**src/lca_pkg.sv**
```systemverilog
package lca_pkg;

	localparam int DEF_MAX_COLS = 512;
	localparam int DEF_MAX_ROWS = 512;
	localparam int DIM_W        = 10;
	localparam int DIM_RESET    = 512;
	localparam int FIELD_W      = 9;
	localparam int CFG_IDX_W    = 1;

	typedef enum logic [CFG_IDX_W-1:0] {
		CFG_GRID_WIDTH  = 1'b0,
		CFG_GRID_HEIGHT = 1'b1
	} cfg_reg_t;

	typedef struct packed {
		logic               emit;
		logic               inner;
		logic [FIELD_W-1:0] row;
		logic [FIELD_W-1:0] col;
		logic               done;
		logic               cur;
	} lca_item_t;

	function automatic logic life_rule(input logic [8:0] win);
		logic [3:0] sum;
		logic [7:0] nbr;
		sum = 4'd0;
		nbr = {win[8:5], win[3:0]};
		for (int i = 0; i < 8; i++) begin
			sum = sum + 4'(nbr[i]);
		end
		if (win[4]) begin
			return (sum == 4'd2) || (sum == 4'd3);
		end
		return sum == 4'd3;
	endfunction

endpackage

```
**src/lca_if.sv**
```systemverilog
interface lca_in_if;
	logic valid;
	logic ready;
	logic cell_alive;

	modport source (output valid, output cell_alive, input ready);
	modport sink (input valid, input cell_alive, output ready);
endinterface

interface lca_out_if;
	logic                        valid;
	logic                        ready;
	logic                        next_alive;
	logic [lca_pkg::FIELD_W-1:0] out_row;
	logic [lca_pkg::FIELD_W-1:0] out_col;
	logic                        frame_done;

	modport source (output valid, output next_alive, output out_row, output out_col,
		output frame_done, input ready);
	modport sink (input valid, input next_alive, input out_row, input out_col,
		input frame_done, output ready);
endinterface

```
**src/lca_line_mem.sv**
```systemverilog
module lca_line_mem #(
	parameter int DEPTH = lca_pkg::DEF_MAX_COLS,
	parameter int AW    = $clog2(DEPTH)
) (
	input  logic          clk,
	input  logic          arst_n,
	input  logic          rd_en,
	input  logic [AW-1:0] rd_addr,
	output logic [1:0]    rd_data,
	input  logic          wr_en,
	input  logic [AW-1:0] wr_addr,
	input  logic [1:0]    wr_data,
	output logic          busy
);
	import lca_pkg::*;

	logic [1:0]    mem_q [DEPTH];
	logic [1:0]    rd_data_q;
	logic [AW-1:0] clr_q;
	logic          busy_q;

	always_ff @(posedge clk or negedge arst_n) begin
		if (!arst_n) begin
			busy_q <= 1'b1;
			clr_q  <= '0;
		end else if (busy_q) begin
			if (clr_q == AW'(DEPTH - 1)) begin
				busy_q <= 1'b0;
			end
			clr_q <= clr_q + 1'b1;
		end
	end

	always_ff @(posedge clk) begin
		if (busy_q) begin
			mem_q[clr_q] <= 2'b00;
		end else if (wr_en) begin
			mem_q[wr_addr] <= wr_data;
		end
		if (rd_en) begin
			rd_data_q <= mem_q[rd_addr];
		end
	end

	assign rd_data = rd_data_q;
	assign busy    = busy_q;

endmodule

```
**src/lca_window.sv**
```systemverilog
module lca_window (
	input  logic               clk,
	input  logic               arst_n,
	input  logic               adv,
	input  lca_pkg::lca_item_t item,
	input  logic [1:0]         lines,
	output logic               alive
);
	import lca_pkg::*;

	logic [8:0] win_q;
	logic [8:0] win_nxt;

	// Newest column enters at the top: upper, middle, then the arriving cell.
	assign win_nxt = {item.cur, lines[1], lines[0], win_q[8:3]};

	always_ff @(posedge clk or negedge arst_n) begin
		if (!arst_n) begin
			win_q <= '0;
		end else if (adv) begin
			win_q <= win_nxt;
		end
	end

	assign alive = item.inner ? life_rule(win_nxt) : 1'b0;

endmodule

```
**src/life_cellular_automaton_step.sv**
```systemverilog
// Result path: an accepted cell is held in the stage-1 register, then its result enters the
// output register that drives cell_out.valid. Throughput: one cell per cycle while cell_out
// is not back-pressured, set by the line store, which is read once and written once per cycle at the column address.
// Reset: counters, window and handshakes clear at once; the line store then clears its
// MAX_COLS entries one after another, during which cell_in.ready stays low.
module life_cellular_automaton_step #(
	parameter int MAX_COLS = lca_pkg::DEF_MAX_COLS,
	parameter int MAX_ROWS = lca_pkg::DEF_MAX_ROWS
) (
	input  logic                          clk,
	input  logic                          arst_n,
	input  logic                          cfg_we,
	input  logic [lca_pkg::CFG_IDX_W-1:0] cfg_idx,
	input  logic [lca_pkg::DIM_W-1:0]     cfg_wdata,
	lca_in_if.sink                        cell_in,
	lca_out_if.source                     cell_out
);
	import lca_pkg::*;

	localparam int CW    = $clog2(MAX_COLS);
	localparam int RW    = $clog2(MAX_ROWS);
	localparam int MAXD  = (MAX_COLS > MAX_ROWS) ? MAX_COLS : MAX_ROWS;
	localparam int LW    = (($clog2(MAXD + 1) > DIM_W) ? $clog2(MAXD + 1) : DIM_W) + 1;
	localparam int W_RST = ((DIM_RESET > MAX_COLS) ? MAX_COLS : DIM_RESET) - 1;
	localparam int H_RST = ((DIM_RESET > MAX_ROWS) ? MAX_ROWS : DIM_RESET) - 1;

	logic [LW-1:0] w_last_q, h_last_q;
	logic [LW-1:0] cfg_val, w_lim, h_lim;
	logic [CW-1:0] col_q;
	logic [RW-1:0] row_q;
	logic          last_col, last_row, accept, busy;

	logic          valid_s1;
	lca_item_t     item_s1;
	logic [CW-1:0] addr_s1;
	logic          fire_s1;
	logic [1:0]    lines;
	logic          alive;

	logic               out_valid_q;
	logic               next_alive_q;
	logic [FIELD_W-1:0] out_row_q, out_col_q;
	logic               frame_done_q;

	assign cfg_val = LW'(cfg_wdata);
	assign w_lim   = (cfg_val < LW'(3)) ? LW'(3) :
		(cfg_val > LW'(MAX_COLS)) ? LW'(MAX_COLS) : cfg_val;
	assign h_lim   = (cfg_val < LW'(3)) ? LW'(3) :
		(cfg_val > LW'(MAX_ROWS)) ? LW'(MAX_ROWS) : cfg_val;

	always_ff @(posedge clk or negedge arst_n) begin
		if (!arst_n) begin
			w_last_q <= LW'(W_RST);
			h_last_q <= LW'(H_RST);
		end else if (cfg_we) begin
			unique case (cfg_reg_t'(cfg_idx))
				CFG_GRID_WIDTH:  w_last_q <= w_lim - 1'b1;
				CFG_GRID_HEIGHT: h_last_q <= h_lim - 1'b1;
				default: ;
			endcase
		end
	end

	assign last_col = LW'(col_q) >= w_last_q;
	assign last_row = LW'(row_q) >= h_last_q;

	assign fire_s1      = valid_s1 && (!item_s1.emit || !out_valid_q || cell_out.ready);
	assign cell_in.ready = !busy && (!valid_s1 || fire_s1);
	assign accept       = cell_in.valid && cell_in.ready;

	always_ff @(posedge clk or negedge arst_n) begin
		if (!arst_n) begin
			col_q <= '0;
			row_q <= '0;
		end else if (accept) begin
			if (last_col) begin
				col_q <= '0;
				row_q <= last_row ? '0 : row_q + 1'b1;
			end else begin
				col_q <= col_q + 1'b1;
			end
		end
	end

	always_ff @(posedge clk or negedge arst_n) begin
		if (!arst_n) begin
			valid_s1 <= 1'b0;
		end else if (accept) begin
			valid_s1 <= 1'b1;
		end else if (fire_s1) begin
			valid_s1 <= 1'b0;
		end
	end

	always_ff @(posedge clk) begin
		if (accept) begin
			item_s1.emit  <= (row_q != '0) && (col_q != '0);
			item_s1.inner <= (row_q >= RW'(2)) && (col_q >= CW'(2));
			item_s1.row   <= FIELD_W'(row_q - 1'b1);
			item_s1.col   <= FIELD_W'(col_q - 1'b1);
			item_s1.done  <= last_row && last_col;
			item_s1.cur   <= cell_in.cell_alive;
			addr_s1       <= col_q;
		end
	end

	lca_line_mem #(
		.DEPTH (MAX_COLS),
		.AW    (CW)
	) u_mem (
		.clk     (clk),
		.arst_n  (arst_n),
		.rd_en   (accept),
		.rd_addr (col_q),
		.rd_data (lines),
		.wr_en   (fire_s1),
		.wr_addr (addr_s1),
		.wr_data ({item_s1.cur, lines[1]}),
		.busy    (busy)
	);

	lca_window u_win (
		.clk    (clk),
		.arst_n (arst_n),
		.adv    (fire_s1),
		.item   (item_s1),
		.lines  (lines),
		.alive  (alive)
	);

	always_ff @(posedge clk or negedge arst_n) begin
		if (!arst_n) begin
			out_valid_q <= 1'b0;
		end else if (fire_s1 && item_s1.emit) begin
			out_valid_q <= 1'b1;
		end else if (cell_out.ready) begin
			out_valid_q <= 1'b0;
		end
	end

	always_ff @(posedge clk) begin
		if (fire_s1 && item_s1.emit) begin
			next_alive_q <= alive;
			out_row_q    <= item_s1.row;
			out_col_q    <= item_s1.col;
			frame_done_q <= item_s1.done;
		end
	end

	assign cell_out.valid      = out_valid_q;
	assign cell_out.next_alive = next_alive_q;
	assign cell_out.out_row    = out_row_q;
	assign cell_out.out_col    = out_col_q;
	assign cell_out.frame_done = frame_done_q;

	a_no_accept_clearing: assert property (@(posedge clk) disable iff (!arst_n)
		busy |-> !cell_in.ready)
		else $error("cell accepted during line store clear");

	a_emit_reaches_out: assert property (@(posedge clk) disable iff (!arst_n)
		(fire_s1 && item_s1.emit) |=> out_valid_q)
		else $error("emitted result did not reach the output register");

	a_border_dead: assert property (@(posedge clk) disable iff (!arst_n)
		(out_valid_q && (out_row_q == '0 || out_col_q == '0)) |-> !next_alive_q)
		else $error("border cell emitted alive");

	a_frame_wrap: assert property (@(posedge clk) disable iff (!arst_n)
		(accept && last_col && last_row) |=> (col_q == '0 && row_q == '0))
		else $error("counters did not wrap at the end of the generation");

endmodule
```
**src/flat_wrapper.sv**
```systemverilog
// flat-port wrapper written by rule: the top's interface ports become plain ports
module life_cellular_automaton_step_flat import lca_pkg::*;
#(
	parameter int MAX_COLS = lca_pkg::DEF_MAX_COLS,
	parameter int MAX_ROWS = lca_pkg::DEF_MAX_ROWS
)
  (clk, arst_n, cfg_we, cfg_idx, cfg_wdata, cell_in_valid, cell_in_cell_alive, cell_in_ready, cell_out_valid, cell_out_next_alive, cell_out_out_row, cell_out_out_col, cell_out_frame_done, cell_out_ready);
  lca_in_if cell_in_i ();
  lca_out_if cell_out_i ();
  input  logic clk;
  input  logic arst_n;
  input  logic cfg_we;
  input  logic [lca_pkg::CFG_IDX_W-1:0] cfg_idx;
  input  logic [lca_pkg::DIM_W-1:0] cfg_wdata;
  input wire logic [$bits(cell_in_i.valid)-1:0] cell_in_valid;
  input wire logic [$bits(cell_in_i.cell_alive)-1:0] cell_in_cell_alive;
  output wire logic [$bits(cell_in_i.ready)-1:0] cell_in_ready;
  output wire logic [$bits(cell_out_i.valid)-1:0] cell_out_valid;
  output wire logic [$bits(cell_out_i.next_alive)-1:0] cell_out_next_alive;
  output wire logic [$bits(cell_out_i.out_row)-1:0] cell_out_out_row;
  output wire logic [$bits(cell_out_i.out_col)-1:0] cell_out_out_col;
  output wire logic [$bits(cell_out_i.frame_done)-1:0] cell_out_frame_done;
  input wire logic [$bits(cell_out_i.ready)-1:0] cell_out_ready;
  assign cell_in_i.valid = cell_in_valid;
  assign cell_in_i.cell_alive = cell_in_cell_alive;
  assign cell_in_ready = cell_in_i.ready;
  assign cell_out_valid = cell_out_i.valid;
  assign cell_out_next_alive = cell_out_i.next_alive;
  assign cell_out_out_row = cell_out_i.out_row;
  assign cell_out_out_col = cell_out_i.out_col;
  assign cell_out_frame_done = cell_out_i.frame_done;
  assign cell_out_i.ready = cell_out_ready;
  life_cellular_automaton_step #(.MAX_COLS(MAX_COLS), .MAX_ROWS(MAX_ROWS)) u_core (.clk(clk), .arst_n(arst_n), .cfg_we(cfg_we), .cfg_idx(cfg_idx), .cfg_wdata(cfg_wdata), .cell_in(cell_in_i), .cell_out(cell_out_i));
endmodule
```
**config.mk**
```make
export PLATFORM = sky130hd
export DESIGN_NAME = life_cellular_automaton_step_flat
export DESIGN_NICKNAME = d
export VERILOG_FILES = /design/src/lca_pkg.sv /design/src/lca_if.sv /design/src/lca_line_mem.sv /design/src/lca_window.sv /design/src/life_cellular_automaton_step.sv /design/src/flat_wrapper.sv
export SDC_FILE = /design/constraint.sdc
export NUM_CORES = 2
export LEC_CHECK = 0
export ABC_AREA = 1
export BUFFER_PORTS_ARGS = -buffer_cell sky130_fd_sc_hd__buf_4
export CAP_MARGIN = 5
export CORE_MARGIN = 4
export CORE_UTILIZATION = 55
export DETAILED_ROUTE_END_ITERATION = 8
export GPL_ROUTABILITY_DRIVEN = 0
export PLACE_DENSITY_LB_ADDON = 0.12
export SETUP_SLACK_MARGIN = 0.4
export SLEW_MARGIN = 20
export SYNTH_ARGS = -nofsm -noshare
export SYNTH_HDL_FRONTEND = slang
export SYNTH_HIERARCHICAL = 1
export SYNTH_SLANG_ARGS = --single-unit
```
**constraint.sdc**
```tcl
create_clock -name clk -period 17 [get_ports clk]
set_clock_uncertainty 0.1 [all_clocks]
set_input_delay 0.85 -clock clk [delete_from_list [all_inputs] [get_ports clk]]
set_output_delay 0.85 -clock clk [all_outputs]
set_load 0.03 [all_outputs]
```
==> summary.txt <==
Yosys
  • Synth warn: 6
  • Post-Synthesis Cells: 4610
  • Post-synth EDFFs: 1077
  • Async S/R FF share, synth: 0.0511
  • Netlist Area Pre-Place: 49200 um^2
  • Top FF cell, synth: edfxtp_1
  • Yosys cell types: 42
  • Post-synthesis sequential area ratio: 0.688
  • Post-synthesis register bit count: 1135
  • Syn_nets: 4663
  • Mean Syn Cell Area: 10.7 um^2
  • Synth top area share: 0.658
  • Synth top area cells: edfxtp_1 66%, nand3_1 10%, nand2_1 9.6%
  • Cell taking the most area after synthesis: edfxtp_1

Die
  • Die height: 307 um
  • Rows: 109
  • Core Footprint: 88500 um^2
  • Ports: 39
  • Die W: 307 um
  • Initial Utilization: 0.555
  • Die ar.: 94200 um^2

Routing
  • Wire per inst: 21.0 um
  • Routed vias/inst: 5.81
  • DRT antenna net count: 0
  • Routed WL: 121000 um
  • Vias: 33431
  • Initial DRC count: 3281
  • First-pass DRT Iterations: 8
  • DRC errors left: 0

Flow run
  • Max-cap violations: 0

Worst setup path
  • Most used cell, CP: buf_4
  • Slowest-stage cell, CP: buf_4
  • Startpoint types: register
  • Crit Path Max Fanout: 99
  • Crit path kind: register to register
  • FF-to-FF Start: u_core/item_s1[21]$_DFFE_PP_
  • Critical Path Source: u_core/item_s1[21]$_DFFE_PP_
  • Setup crit end kind: register
  • Critical Path AT: 5220 ps
  • CP Cell Sequence: a31oi_1 > buf_4 > nand2_1 > nor2_4 > buf_4 > buf_4 > buf_4
  • Critical Path RT: 17240 ps
  • Worst path max stage delay: 880 ps

Worst hold path
  • Hold Path Class: primary input to asynchronous set/reset pin

Power
  • Clock network fraction of design power: 0.285
  • P_sw: 3.08 mW
  • Final Power: 8.56 mW
  • Sw frac: 0.359
  • Comb power frac: 0.311
  • Maximum VDD drop: 0.000139 V
  • Sequential Power Share: 0.404
  • P per Cell Area: 160 nW/um^2
  • P_leak: 19.1 nW
  • Internal: 5.49 mW

STA
  • Worst slew margin: 0.0310
  • Fin worst setup slack: 12010 ps
  • Finish-stage setup viols: 0
  • Slew of the pin with the lowest slew margin: 1450 ps
  • TNS Setup: 0 ps
  • Fmax: 201 MHz
  • Min Tclk post-route: 4990 ps
  • Final Max Slew Viols: 0
  • Final hold vios: 0
  • Crit share post-route: 0.293
  • RSZ-0062 raised after global routing: false

Place
  • Post-DP Area: 50000 um^2
  • Post-DP HPWL: 62100 um
  • Worst slack at placement: 11440 ps
  • Port bufs: 38

Layout
  • Diodes inserted: 0
  • Nets: 4554
  • Fin area: 53700 um^2
  • Area grow syn2layout: 9.21%
  • Final Util: 0.606
  • Fillers: 7262
  • Share of layout cells above drive strength 1: 0.0741

Clock network
  • Root Driver: clkbuf_16
  • Max clock buf depth: 3
  • Clk_lat worst skew: 680 ps
  • Hold Buf Count CTS: 0
  • CTS Sinks: 1135
  • TritonCTS buffer count: 117
  • Post-CTS Setup Bufs: 0
  • H-tree levels: 3
  • CTS-repair resized insts: 0
  • CTS tree: done
  • Clk slew on worst S/H paths: 60 ps

Global routing
  • Total Routing Usage GR: 0.257
  • Largest net degree at the start of global routing: 256
  • First-pass GRT wire length: 186000 um
  • Number of global-route vias before repair: 32454
  • Initial antenna violation count: 0
  • Grt ovf: 0

Status
  • Status: finished clean
state kept, by name (all words and copies together), names as in the netlist, 2 cells and up:
signal and count:
u_core/item_s1 22, u_core/addr_s1 9, u_core/u_win/win_q 6, u_core/cell_out.out_col 9, u_core/h_last_q 11, u_core/u_mem/rd_data 2, u_core/row_q 9, u_core/cell_out.out_row 9
u_core/col_q 9, u_core/u_mem/clr_q 9, u_core/w_last_q 11, u_core/u_mem/mem_q 1024
per-stage QoR:
step | hold WS [ps] | std cells
final | 140 | 5755
after global routing | 171 | 5755
after CTS | 142 | 5755
after detailed placement | 305 | 5547
after global placement | 301 | 5547
after floorplan | 300 | 4610
cell usage after synthesis (5+ instances only):
library cell and instances:
inv_1 103, nand4_1 7, nor2_2 10, dfrtp_1 39, nor3_2 6, nand3_1 1024
inv_2 9, nor3_1 14, clkbuf_1 138, nand2_2 12, ha_1 32, nor2_1 576
xnor2_1 5, buf_1 52, o21ai_1 11, edfxtp_1 1077, buf_2 118, o21ai_0 29
a21oi_1 15, dfstp_2 19, nand2_1 1253, xor2_1 24
layout make-up:
cell class	count	area, um^2	area share
clock inverter	70	558	0.0104
tap	1165	1460	0.0272
inverter	113	444	0.00828
multi-input combinational	3048	13600	0.254
timing repair buffer	86	683	0.0127
clock buffer	138	3090	0.0576
sequential	1135	33800	0.630
cells in the final DEF (no fill, tap or decap), types with 3 or more instances in the layout:
cell       Yosys  routed
inv_2          9       9
nor2_4         4       6
o21ai_1       11      11
clkinv_2       0      23
edfxtp_1    1077    1077
xnor2_1        5       5
nand3_1     1024    1024
clkinv_1       1      37
nor3_1        14      14
dfrtp_4        0       4
nor2_2        10      10
fa_1           4       4
o21ai_0       29      29
clkbuf_16      0     121
o21ai_2        4       4
buf_12         0       3
buf_4          4      83
nand3_2        3       3
nand2_2       12      28
clkbuf_1     138      17
xor2_1        24      24
inv_1        103     100
nor3_2         6       6
ha_1          32      32
bufinv_16      0      10
nand2_1     1253    1237
a21oi_1       15      15
nand4_1        7       7
dfrtp_1       39      34
dfstp_2       19      19
nor2_1       576     574
routing by layer:
metal	routed length (um)	global-route usage	up-vias	part of all wire
li1	-	-	15643	-
met1	49900	0.351	16350	0.41
met2	58800	0.438	1208	0.49
met3	8710	0.0347	230	0.072
met4	3540	0.0757	0	0.029
met5	0	0	-	0
cell families after synthesis:
group / count (synthesis) / synth area share
simple gates: 2918 / 0.253
flops: 1135 / 0.688
buf+inv: 427 / 0.0362
compound gates: 65 / 0.00743
fa+ha+maj: 36 / 0.00978
xor+xnor: 29 / 0.00517
worst max-delay path: cells and delay by family (launching register included):
family,cells,cell delay [ps]
flops,1,420
buf+inv,4,2720
simple gates,2,1060
compound gates,1,180
final timing paths:
check	end	slack [ps]	cells after the start
min	u_core/u_win/win_q[4]$_DFFE_PN0P_	140	1
min in group clk	u_core/item_s1[0]$_DFFE_PP_	250	1
max	u_core/u_mem/mem_q[218][1]$_DFFE_PP_	12010	7
max in group asynchronous	u_core/col_q[2]$_DFFE_PN0P_	16090	1
max reg2reg	u_core/u_mem/mem_q[218][1]$_DFFE_PP_	12010	7
min reg2reg	u_core/cell_out.out_row[7]$_DFFE_PP_	310	0
power by group through the flow:
stage / clock (mW) / sequential, mW / combinational [mW]
final: 2.44 / 3.46 / 2.66
after global routing: 2.61 / 3.47 / 2.96
after CTS: 2.48 / 3.46 / 2.66
after detailed placement: 0 / 3.52 / 2.65
after global placement: 0 / 3.51 / 2.62
after floorplan: 0 / 3.60 / 1.84
(Power assumes the default switching activity.)
